--- src/hw/rtl/clcd_pkg.sv ---
// Shared types, constants and tables for the character-LCD byte sequencer.
// No dependencies; imported by every module of the block.
`timescale 1ns / 1ps
`default_nettype none

package clcd_pkg;

  // Command codes on the input stream
  typedef enum logic [2:0] {
    FUNC_INIT  = 3'd0,
    FUNC_WRITE = 3'd1,
    FUNC_SETCUR = 3'd2,
    FUNC_HOME  = 3'd3,
    FUNC_CLEAR = 3'd4
  } func_t;

  // Configuration register indexes
  localparam logic [1:0] REG_NUM_COLS = 2'd0;
  localparam logic [1:0] REG_NUM_ROWS = 2'd1;
  localparam logic [1:0] REG_DEV_ADDR = 2'd2;

  // Configuration reset values
  localparam logic [5:0] NUM_COLS_RST = 6'd20;
  localparam logic [2:0] NUM_ROWS_RST = 3'd4;
  localparam logic [6:0] DEV_ADDR_RST = 7'd39;

  // Default depth of the request queue between front and back
  localparam int QUEUE_DEPTH = 4;

  // Display command bytes
  localparam logic [7:0] CMD_SET_DDRAM = 8'h80;
  localparam logic [7:0] CMD_HOME      = 8'h02;
  localparam logic [7:0] CMD_CLEAR     = 8'h01;

  // Wait figures in microseconds
  localparam logic [13:0] WAIT_NONE   = 14'd0;
  localparam logic [13:0] WAIT_ENABLE = 14'd1;
  localparam logic [13:0] WAIT_SHORT  = 14'd500;
  localparam logic [13:0] WAIT_SETUP  = 14'd580;
  localparam logic [13:0] WAIT_LONG   = 14'd2500;
  localparam logic [13:0] WAIT_RST1   = 14'd10500;
  localparam logic [13:0] WAIT_RST2   = 14'd700;

  // Index of the last nibble of the init sequence (nibbles 0 to 11)
  localparam logic [3:0] INIT_LAST_NIB = 4'd11;

  // Kinds of work handed from front to back
  typedef enum logic [1:0] {
    JOB_INIT  = 2'd0,
    JOB_BYTE  = 2'd1,
    JOB_NOBUS = 2'd2
  } job_kind_t;

  typedef struct packed {
    job_kind_t   kind;
    logic [7:0]  data;       // byte to send for JOB_BYTE
    logic        rs;         // register select for JOB_BYTE
    logic        long_wait;  // final wait is the long one (home, clear)
    logic        status;     // not-initialised flag for JOB_NOBUS
  } job_t;

  // DDRAM base address of each row
  function automatic logic [7:0] row_base(input logic [1:0] r);
    logic [7:0] b;
    case (r)
      2'd0: b = 8'h00;
      2'd1: b = 8'h40;
      2'd2: b = 8'h14;
      default: b = 8'h54;
    endcase
    return b;
  endfunction

  // Nibble sent at each step of the init sequence
  function automatic logic [3:0] init_nib(input logic [3:0] idx);
    logic [3:0] n;
    case (idx)
      4'd0, 4'd1, 4'd2: n = 4'h3;
      4'd3, 4'd4:       n = 4'h2;
      4'd5:             n = 4'h8;
      4'd6:             n = 4'h0;
      4'd7:             n = 4'h1;
      4'd8:             n = 4'h0;
      4'd9:             n = 4'h6;
      4'd10:            n = 4'h0;
      4'd11:            n = 4'hC;
      default:          n = 4'h0;
    endcase
    return n;
  endfunction

  // Wait after the enable-low write of each init nibble
  function automatic logic [13:0] init_wait(input logic [3:0] idx);
    logic [13:0] w;
    case (idx)
      4'd0:    w = WAIT_RST1;
      4'd1:    w = WAIT_RST2;
      4'd2:    w = WAIT_SHORT;
      4'd3:    w = WAIT_SETUP;
      4'd5:    w = WAIT_SETUP;
      4'd7:    w = WAIT_LONG;
      4'd9:    w = WAIT_SETUP;
      default: w = WAIT_SHORT;
    endcase
    return w;
  endfunction

endpackage

`default_nettype wire

--- src/hw/rtl/clcd_queue.sv ---
// Small request queue between the command front and the transaction back.
// Depends on clcd_pkg for the job_t request type.
`timescale 1ns / 1ps
`default_nettype none

module clcd_queue
  import clcd_pkg::*;
#(
  parameter int DEPTH = QUEUE_DEPTH
) (
  input  wire logic clk,
  input  wire logic rst,
  input  wire logic push,
  input  wire job_t push_job,
  output logic      full,
  input  wire logic pop,
  output job_t      head,
  output logic      empty
);

  localparam int PW = (DEPTH > 1) ? $clog2(DEPTH) : 1;
  localparam int CW = $clog2(DEPTH + 1);
  localparam logic [PW-1:0] PTR_LAST = PW'(DEPTH - 1);
  localparam logic [CW-1:0] CNT_FULL = CW'(DEPTH);

  job_t          store [DEPTH];
  logic [PW-1:0] wr_ptr;
  logic [PW-1:0] rd_ptr;
  logic [CW-1:0] count;

  assign full  = (count == CNT_FULL);
  assign empty = (count == '0);
  assign head  = store[rd_ptr];

  // storage, no reset needed
  always_ff @(posedge clk) begin
    if (push) begin
      store[wr_ptr] <= push_job;
    end
  end

  // pointers and fill count
  always_ff @(posedge clk) begin
    if (rst) begin
      wr_ptr <= '0;
      rd_ptr <= '0;
      count  <= '0;
    end else begin
      if (push) begin
        wr_ptr <= (wr_ptr == PTR_LAST) ? '0 : wr_ptr + 1'b1;
      end
      if (pop) begin
        rd_ptr <= (rd_ptr == PTR_LAST) ? '0 : rd_ptr + 1'b1;
      end
      if (push && !pop) begin
        count <= count + 1'b1;
      end else if (pop && !push) begin
        count <= count - 1'b1;
      end
    end
  end

endmodule

`default_nettype wire

--- src/hw/rtl/clcd_front.sv ---
// Command front: holds configuration and the initialised flag, classifies
// each command and works out the byte to send. Depends on clcd_pkg.
`timescale 1ns / 1ps
`default_nettype none

module clcd_front
  import clcd_pkg::*;
(
  input  wire logic       clk,
  input  wire logic       rst,
  // command request
  input  wire logic       cmd_valid,
  output logic            cmd_ready,
  input  wire logic [2:0] func,
  input  wire logic [7:0] char_code,
  input  wire logic [7:0] col,
  input  wire logic [7:0] row,
  // configuration writes
  input  wire logic       cfg_valid,
  output logic            cfg_ready,
  input  wire logic [1:0] cfg_index,
  input  wire logic [6:0] cfg_data,
  // towards the queue
  input  wire logic       q_full,
  output logic            q_push,
  output job_t            q_job,
  output logic [6:0]      device_address
);

  logic [5:0] num_cols;
  logic [2:0] num_rows;
  logic       initialized;

  logic [1:0] last_row;
  logic [1:0] row_c;
  logic [7:0] col_c;
  logic [7:0] cur_addr;

  assign cmd_ready = !q_full;
  assign q_push    = cmd_valid && cmd_ready;
  assign cfg_ready = 1'b1;

  // cursor address: clamp row, wrap oversize column to 0, add row base
  always_comb begin
    if (num_rows == 3'd0) begin
      last_row = 2'd0;
    end else if (num_rows > 3'd4) begin
      last_row = 2'd3;
    end else begin
      last_row = 2'(num_rows - 3'd1);
    end
    row_c    = (row > {6'd0, last_row}) ? last_row : row[1:0];
    col_c    = (col >= {2'd0, num_cols}) ? 8'd0 : col;
    cur_addr = CMD_SET_DDRAM | 8'(col_c + row_base(row_c));
  end

  // classify the command
  always_comb begin
    q_job.kind      = JOB_BYTE;
    q_job.data      = 8'd0;
    q_job.rs        = 1'b0;
    q_job.long_wait = 1'b0;
    q_job.status    = 1'b0;
    if (func == FUNC_INIT) begin
      q_job.kind = JOB_INIT;
    end else if (!initialized) begin
      q_job.kind   = JOB_NOBUS;
      q_job.status = 1'b1;
    end else begin
      case (func)
        FUNC_WRITE: begin
          q_job.data = char_code;
          q_job.rs   = 1'b1;
        end
        FUNC_SETCUR: begin
          q_job.data = cur_addr;
        end
        FUNC_HOME: begin
          q_job.data      = CMD_HOME;
          q_job.long_wait = 1'b1;
        end
        FUNC_CLEAR: begin
          q_job.data      = CMD_CLEAR;
          q_job.long_wait = 1'b1;
        end
        default: begin
          q_job.kind = JOB_NOBUS;
        end
      endcase
    end
  end

  // configuration registers and initialised flag
  always_ff @(posedge clk) begin
    if (rst) begin
      num_cols       <= NUM_COLS_RST;
      num_rows       <= NUM_ROWS_RST;
      device_address <= DEV_ADDR_RST;
      initialized    <= 1'b0;
    end else begin
      if (cfg_valid && cfg_ready) begin
        case (cfg_index)
          REG_NUM_COLS: num_cols       <= cfg_data[5:0];
          REG_NUM_ROWS: num_rows       <= cfg_data[2:0];
          REG_DEV_ADDR: device_address <= cfg_data;
          default: ;
        endcase
      end
      if (q_push && func == FUNC_INIT) begin
        initialized <= 1'b1;
      end
    end
  end

endmodule

`default_nettype wire

--- src/hw/rtl/clcd_back.sv ---
// Transaction back: steps through nibbles and enable phases of the request
// at the queue head, one expander write per cycle unless stalled. Depends on clcd_pkg.
`timescale 1ns / 1ps
`default_nettype none

module clcd_back
  import clcd_pkg::*;
(
  input  wire logic       clk,
  input  wire logic       rst,
  input  wire job_t       head,
  input  wire logic       q_empty,
  output logic            q_pop,
  input  wire logic [6:0] device_address,
  // result stream
  output logic            res_valid,
  input  wire logic       res_ready,
  output logic [7:0]      address_byte,
  output logic [7:0]      expander_byte,
  output logic            bus_write,
  output logic [13:0]     wait_us,
  output logic            status,
  output logic            last
);

  typedef enum logic [1:0] {
    PH_DATA,
    PH_EN_HI,
    PH_EN_LO
  } phase_t;

  phase_t     phase;
  logic [3:0] nib_idx;

  logic        advance;
  logic [3:0]  nib;
  logic [13:0] final_wait;
  logic        last_nib;
  logic        rs;
  logic [7:0]  d;
  logic [7:0]  exp_b;
  logic [13:0] wt;
  logic        nobus;
  logic        item_last;

  // a result moves into the output register when it is free or draining
  assign advance = !q_empty && (!res_valid || res_ready);
  assign q_pop   = advance && item_last;
  assign nobus   = (head.kind == JOB_NOBUS);

  // nibble, final wait and register select of the current step
  always_comb begin
    nib        = 4'd0;
    final_wait = WAIT_SHORT;
    last_nib   = 1'b1;
    rs         = 1'b0;
    case (head.kind)
      JOB_INIT: begin
        nib        = init_nib(nib_idx);
        final_wait = init_wait(nib_idx);
        last_nib   = (nib_idx == INIT_LAST_NIB);
      end
      JOB_BYTE: begin
        nib        = nib_idx[0] ? head.data[3:0] : head.data[7:4];
        final_wait = (nib_idx[0] && head.long_wait) ? WAIT_LONG : WAIT_SHORT;
        last_nib   = nib_idx[0];
        rs         = head.rs;
      end
      default: ;
    endcase
  end

  // expander byte: nibble on D7-D4, backlight on, enable per phase
  always_comb begin
    d = {nib, 1'b1, 1'b0, 1'b0, rs};
    case (phase)
      PH_DATA: begin
        exp_b = d;
        wt    = WAIT_NONE;
      end
      PH_EN_HI: begin
        exp_b = d | 8'h04;
        wt    = WAIT_ENABLE;
      end
      PH_EN_LO: begin
        exp_b = d;
        wt    = final_wait;
      end
      default: begin
        exp_b = d;
        wt    = WAIT_NONE;
      end
    endcase
    item_last = nobus || (phase == PH_EN_LO && last_nib);
  end

  // step counters and output register
  always_ff @(posedge clk) begin
    if (rst) begin
      phase     <= PH_DATA;
      nib_idx   <= 4'd0;
      res_valid <= 1'b0;
    end else begin
      if (res_valid && res_ready) begin
        res_valid <= 1'b0;
      end
      if (advance) begin
        res_valid <= 1'b1;
        if (item_last) begin
          phase   <= PH_DATA;
          nib_idx <= 4'd0;
        end else begin
          case (phase)
            PH_DATA:  phase <= PH_EN_HI;
            PH_EN_HI: phase <= PH_EN_LO;
            default: begin
              phase   <= PH_DATA;
              nib_idx <= nib_idx + 4'd1;
            end
          endcase
        end
      end
    end
  end

  // result payload
  always_ff @(posedge clk) begin
    if (advance) begin
      address_byte  <= nobus ? 8'd0 : {device_address, 1'b0};
      expander_byte <= nobus ? 8'd0 : exp_b;
      bus_write     <= !nobus;
      wait_us       <= nobus ? WAIT_NONE : wt;
      status        <= nobus && head.status;
      last          <= item_last;
    end
  end

endmodule

`default_nettype wire

--- src/hw/rtl/char_lcd_i2c_byte_sequencer.sv ---
// Character-LCD command sequencer: front, request queue and back, with
// stream ports for commands and expander writes. Depends on clcd_pkg.
// Throughput: one result per cycle from the back while m_tready allows;
// a character, cursor, home or clear command gives 6 results, init 36,
// a rejected command 1. Commands keep being accepted while the queue
// (QUEUE_DEPTH deep) has room.
// Reset (rst, synchronous): clears the initialised flag, the queue and the
// output; configuration returns to 20 columns, 4 rows, address 39.
`timescale 1ns / 1ps
`default_nettype none

module char_lcd_i2c_byte_sequencer
  import clcd_pkg::*;
#(
  parameter int DEPTH = QUEUE_DEPTH
) (
  input  wire logic        clk,
  input  wire logic        rst,
  // command stream
  input  wire logic        s_tvalid,
  output logic             s_tready,
  input  wire logic [23:0] s_tdata,   // char_code[7:0], col[15:8], row[23:16]
  input  wire logic [2:0]  s_tuser,   // func[2:0]
  // result stream
  output logic             m_tvalid,
  input  wire logic        m_tready,
  output logic [31:0]      m_tdata,   // address_byte[7:0], expander_byte[15:8], wait_us[29:16]
  output logic [1:0]       m_tuser,   // bus_write[0], status[1]
  output logic             m_tlast,
  // configuration writes
  input  wire logic        cfg_valid,
  output logic             cfg_ready,
  input  wire logic [1:0]  cfg_index,
  input  wire logic [6:0]  cfg_data
);

  job_t        push_job;
  job_t        head;
  logic        q_push;
  logic        q_full;
  logic        q_pop;
  logic        q_empty;
  logic [6:0]  device_address;

  logic [7:0]  address_byte;
  logic [7:0]  expander_byte;
  logic        bus_write;
  logic [13:0] wait_us;
  logic        status;

  clcd_front u_front (
    .clk            (clk),
    .rst            (rst),
    .cmd_valid      (s_tvalid),
    .cmd_ready      (s_tready),
    .func           (s_tuser),
    .char_code      (s_tdata[7:0]),
    .col            (s_tdata[15:8]),
    .row            (s_tdata[23:16]),
    .cfg_valid      (cfg_valid),
    .cfg_ready      (cfg_ready),
    .cfg_index      (cfg_index),
    .cfg_data       (cfg_data),
    .q_full         (q_full),
    .q_push         (q_push),
    .q_job          (push_job),
    .device_address (device_address)
  );

  clcd_queue #(
    .DEPTH (DEPTH)
  ) u_queue (
    .clk      (clk),
    .rst      (rst),
    .push     (q_push),
    .push_job (push_job),
    .full     (q_full),
    .pop      (q_pop),
    .head     (head),
    .empty    (q_empty)
  );

  clcd_back u_back (
    .clk            (clk),
    .rst            (rst),
    .head           (head),
    .q_empty        (q_empty),
    .q_pop          (q_pop),
    .device_address (device_address),
    .res_valid      (m_tvalid),
    .res_ready      (m_tready),
    .address_byte   (address_byte),
    .expander_byte  (expander_byte),
    .bus_write      (bus_write),
    .wait_us        (wait_us),
    .status         (status),
    .last           (m_tlast)
  );

  // pack result fields
  assign m_tdata = {2'b00, wait_us, expander_byte, address_byte};
  assign m_tuser = {status, bus_write};

endmodule

`default_nettype wire
--- config.mk ---
export PLATFORM = sky130hd
export DESIGN_NAME = char_lcd_i2c_byte_sequencer
export DESIGN_NICKNAME = d
export VERILOG_FILES = /design/src/hw/rtl/clcd_pkg.sv /design/src/hw/rtl/clcd_queue.sv /design/src/hw/rtl/clcd_front.sv /design/src/hw/rtl/clcd_back.sv /design/src/hw/rtl/char_lcd_i2c_byte_sequencer.sv
export SDC_FILE = /design/constraint.sdc
export NUM_CORES = 1
export LEC_CHECK = 0
export BUFFER_PORTS_ARGS = -buffer_cell sky130_fd_sc_hd__buf_2
export CAP_MARGIN = 20
export CORE_UTILIZATION = 57
export DETAILED_ROUTE_END_ITERATION = 10
export PLACE_DENSITY = 0.9
export SLEW_MARGIN = 40
export SYNTH_ARGS = -nofsm -noshare
export SYNTH_HDL_FRONTEND = slang
export SYNTH_SLANG_ARGS = --single-unit
--- constraint.sdc ---
create_clock -name clk -period 3.4 [get_ports clk]
set_input_delay 0.51 -clock clk [delete_from_list [all_inputs] [get_ports clk]]
set_output_delay 0.51 -clock clk [all_outputs]
set_load 0.05 [all_outputs]
* Word-level counts from Yosys, hierarchy flattened *
Memories as Yosys holds them, arrays and structs flattened. A register that Yosys moved wholly into a read port is not among the register bits.
Cells that the tools add are included.
Widths: inputs -> output; s select.

cells by class
  add/sub/neg operators = 7
  order comparisons = 3
  equality and inequality tests = 22
  multiplexer cells = 39
  reduce and logical (&&, ||, !) cells = 36

operators with widths
  operator            count
  $pmux 14 s2         2
  $pmux 14 s4         1
  $pmux 8 s4          1
  $mux 2              11
  $pmux 7 s3          1
  $mux 4              5
  $eq 2x2->1 const B  6
  $mux 12             1
  $mux 11             1
  $logic_and 1x1->1   10
  $mux 10             1
  $logic_not 3->1     3
  $mux 3              3
  $eq 2x1->1 const B  4
  $eq 4x3->1 const B  2
  $eq 4x4->1 const B  2
  $ge 8x6->1          1
  $gt 8x2->1          1
  $logic_not 2->1     4
  $mux 1              8
  $pmux 4 s2          1
  $reduce_and 2->1    4
  $add 7x7->7         1
  $mux 7              1
  21 further kinds    32

word-level totals
  flip-flop bits (word level) = 64
  bits in writable memories = 52
  ROM bits = 64
  input bits = 41
  output and inout bits = 38
  word-level logic and storage cells = 126
  memories = 2

memory list
  name             words  bits a word  read ports  clocked after Yosys merged registers in  wr ports  line              source
  (no name shown)  16     4            1           1                                        0         clcd_pkg.sv:77    case (idx)
  u_queue.store    4      13           1           1                                        1         clcd_queue.sv:26  job_t store [DEPTH];

* Depth between registers and ports, before layout *
  depth after elaboration = 11
  gate-level depth with buffers = 17
  depth with buffers taken out = 17

* Modules after synthesis *
Synthesis repeated with hierarchy kept, for this count alone.

second synthesis, totals
  cells, all modules = 459
  area total of the unflattened synthesis = 5471.5 µm²

by module, submodules not included
  module                       times used  cells an instance  area each (µm²)  sequential area each (µm²)
  clcd_queue                   1           111                2322.2           1741.7
  clcd_back                    1           165                1793.0           1001.0
  clcd_front                   1           178                1322.5           340.3
  char_lcd_i2c_byte_sequencer  1           5                  33.8             0.0

* Worst setup path before layout *
OpenSTA, ideal clock, no wires.

  path kind = register to register
  start = register (tool-made name)
  end = register u_queue.count[2]
  setup time = 0.071 ns
  arrival time = 2.983 ns
  required time = 3.329 ns
  slack = 0.346 ns
  stages on the path, launching flop included = 12
  buffers on the path = 0
  period minus slack after synthesis = 3.054 ns
  path through = dfxtp_1 > mux4_2 > mux2_4 > nor2_2 > inv_2 > nand2_1 > ha_1 > inv_1 > fa_1 > xor2_1 > or3_1 > a21oi_1

RTL lines
  element               line              source
  end signal, assigned  clcd_queue.sv:56  count <= count + 1'b1;
  end signal, assigned  clcd_queue.sv:58  count <= count - 1'b1;
  end, declared         clcd_queue.sv:29  logic [CW-1:0] count;

==> impl_metrics.toml <==
[outcome]
status = "completed"

[finish]
diodes = 0
areaGrowthSynthToFinish_pct = 18.9
nets = 609
drive_gt1_frac = 0.256
finalNonFillerCells = 684
num-fill-cells = 619

[logic_synthesis]
yosysTopAreaCell = "edfxtp_1"
yosysMostFrequentCell = "edfxtp_1"
synth_top_area_share = 0.424
ys_ff_latch = 115
syn_area_um2 = 5520
yosysSeqAreaShare = 0.559
syn_inst = 468
synthTopCellsByArea = "edfxtp_1 (42%), dfxtp_1 (13%), ha_1 (5.7%), mux4_2 (5.3%), nor2_1 (3.4%)"
synth_flop_cell = "edfxtp_1"
synth-edff-count = 78
ys_async_sr_fraction = 0
synth_common_cells = "edfxtp_1 (78), nor2_1 (50), dfxtp_1 (37)"
yosys_warnings = 0
synthDistinctLibCells = 57
syn_area_per_cell_um2 = 11.8

[detailed_routing]
dr.pass1.iters = 5
drt-total-wl_um = 11200
routed-via-count = 3811
viasPerCell = 5.57
route.detailed.wl_per_inst_um = 16.4
first_iter_violations = 222
ant_nets = 0
drc_errors = 0

[sta]
min_period_over_period = 0.923
slew_violations = 0
finalHoldViolCount = 0
timing.fmax_ghz = 0.319
slew_headroom = 0.534
skew_ns = 0.00603
setup_viol_count_final = 0
hold_ws_ns = 0.215
rsz0062_at_grt = "no"
fin_tns_setup_ns = 0
layout_min_cycle_time_ns = 3.14
tightest_slew_ns = 0.699

[clock_network]
cts_buffers = 17
clk_latency_ns = 0.51
cts_setup_buffers = 0
clock_sinks = 115
h-tree-depth = 4
cts_root_buf = "clkbuf_8"
cts_tree = "yes"
path_clk_slew_ns = 0.06
clock_path_buffers = 2

[place]
gp_congestion = 0.856
portBuffers = 70
placed_cells = 652
place_hpwl_um = 7340

[power_and_ir_drop]
cellPowerDensity_nw_per_um2 = 836
vdd_ir_drop_max_mv = 0.478
p_total_mw = 5.48
p_leak_nw = 2.64

[die]
rows = 35
pin_count = 79
core_um2 = 9330
die_h_um = 100
die_w_um = 100
dieArea_um2 = 10100
start_util = 0.592

[global_route]
grt_max_degree = 33
grt-ovfl-total = 0
grt_pass1_vias = 3895
grt_antenna_before_repair = 0
grt_pass1_wl_um = 17900
grt_use_total = 0.239

[setup_path]
startpoint_type = "flip-flop"
cp_data_required_time_ns = 3.65
path_max_fanout = 4
cp_cell_sequence = "inv_1 > ha_1 > nor2_1 > o21a_1 > inv_1 > ha_1 > nor2b_1 > o21ai_2 > a21bo_1 > nand2_1 > ha_1 > ha_1 > and2_1 > o211ai_1 > xnor2_1 > o21ai_2"
max_stage_delay_ns = 0.35
slowest_stage = "dfxtp_1"
timing.critical_path.mode_cell = "ha_1"
cp.arrival_ns = 3.39
critPathCaptureType = "flip-flop"
worstSetupPathType = "flip-flop to flip-flop"

[run]
maxCapViolations = 0

[min_path]
hold_path.class = "input pin to flip-flop"
[logic make-up after synthesis]
kind of cell | count (synthesis) | synth area share
multiplexers | 25 | 0.0764
other | 2 | 0.00136
AND/OR/NAND/NOR | 158 | 0.145
buffers and inverters | 60 | 0.0492
XOR/XNOR | 6 | 0.0122
flip-flops | 115 | 0.559
adder cells (fa/ha/maj) | 26 | 0.0603
AO/OA/AOI/OAI | 76 | 0.0964
[area by class of cell]
| type | count | area [µm²] | area share |
|---|---|---|---|
| repair buffers | 78 | 410 | 0.0626 |
| clock buffers | 19 | 464 | 0.0708 |
| multi-input cells | 299 | 2200 | 0.336 |
| clock inverters | 13 | 123 | 0.0187 |
| inverters | 31 | 116 | 0.0177 |
| flip-flops and latches | 115 | 3080 | 0.470 |
| well taps | 129 | 161 | 0.0246 |
[final timing paths]
path / startpoint / to / slack, ns / cells after the start
max reg2reg: u_front.num_rows[0] / u_queue.store[3][9] / 0.26 / 16
max: u_front.num_rows[0] / u_queue.store[3][9] / 0.26 / 16
min: cfg_data[2] / u_front.num_cols[2] / 0.21 / 2
min reg2reg: u_front.device_address[2] / u_front.device_address[2] / 0.46 / 1
[worst max-delay path, delay by kind of cell (launching register included)]
kind,cells,cell delay (ns)
AOI/OAI and AO/OA,5,0.75
and+or+nand+nor,4,0.48
adders and majority gates,4,1.03
DFF,1,0.35
buffers and inverters,2,0.10
xor gates and xnor gates,1,0.16
[layer usage]
layer / track usage / vias to the layer above / wire length, µm
met5: 0 / - / 0
met4: 0.111 / 0 / 217
met3: 0.0857 / 22 / 723
met2: 0.421 / 159 / 5920
met1: 0.256 / 1812 / 4350
li1: - / 1818 / -
[where the power goes]
part / total, mW / switching, mW / internal, mW
clock: 1.71 / 0.648 / 1.06
combinational: 1.83 / 1.31 / 0.520
sequential: 1.94 / 0.109 / 1.84
[timing repair]
item	in CTS	in global routing
endpoints found under the setup margin	0	12
hold buffers	0	0
hold endpoints to repair	0	0
resized for setup	0	5
[flip-flops by register name, summed over array words and instances (netlist names), named ones only]
signal,count
u_back.status,1
u_queue.count,3
u_queue.wr_ptr,2
u_back.last,1
u_queue.store,52
u_front.initialized,1
u_back.phase,2
u_front.num_rows,3
u_back.address_byte,7
u_back.bus_write,1
u_back.expander_byte,6
u_front.device_address,7
u_back.wait_us,10
u_back.nib_idx,4
u_queue.rd_ptr,2
u_back.res_valid,1
u_front.num_cols,6
[placed cells by master (no fill, tap or decap), types with 3 or more instances in the layout]
cell and n:
edfxtp_1 78, buf_2 70, nor2_1 50, dfxtp_1 37, nand2_1 33, inv_1 30
a21oi_1 27, ha_1 25, clkbuf_16 18, and2_1 16, mux4_2 13, o21ai_0 11
mux2i_1 10, and3_1 9, nand3_1 8, conb_1 8, buf_4 8, nor3_1 7
a211o_1 7, clkinv_4 5, nand2b_1 4, or3_1 4, nand4b_1 4, nand3b_1 4
nor2b_1 4, xor2_1 4, a311oi_1 4, nor2_2 3, o21a_1 3, a22oi_1 3
nor3b_1 3, clkinvlp_4 3
[stage by stage]
| stage | instance area (µm²) | setup WS (ns) | utilization |
|---|---|---|---|
| floorplan | 5540 | 0.346 | - |
| global placement | 5960 | 0.278 | 0.639 |
| detailed placement | 5960 | 0.112 | 0.639 |
| CTS | 6540 | 0.0901 | 0.702 |
| global route | 6560 | 0.0356 | 0.703 |
| finish | 6560 | 0.261 | 0.703 |
(Power assumes the default switching activity.)
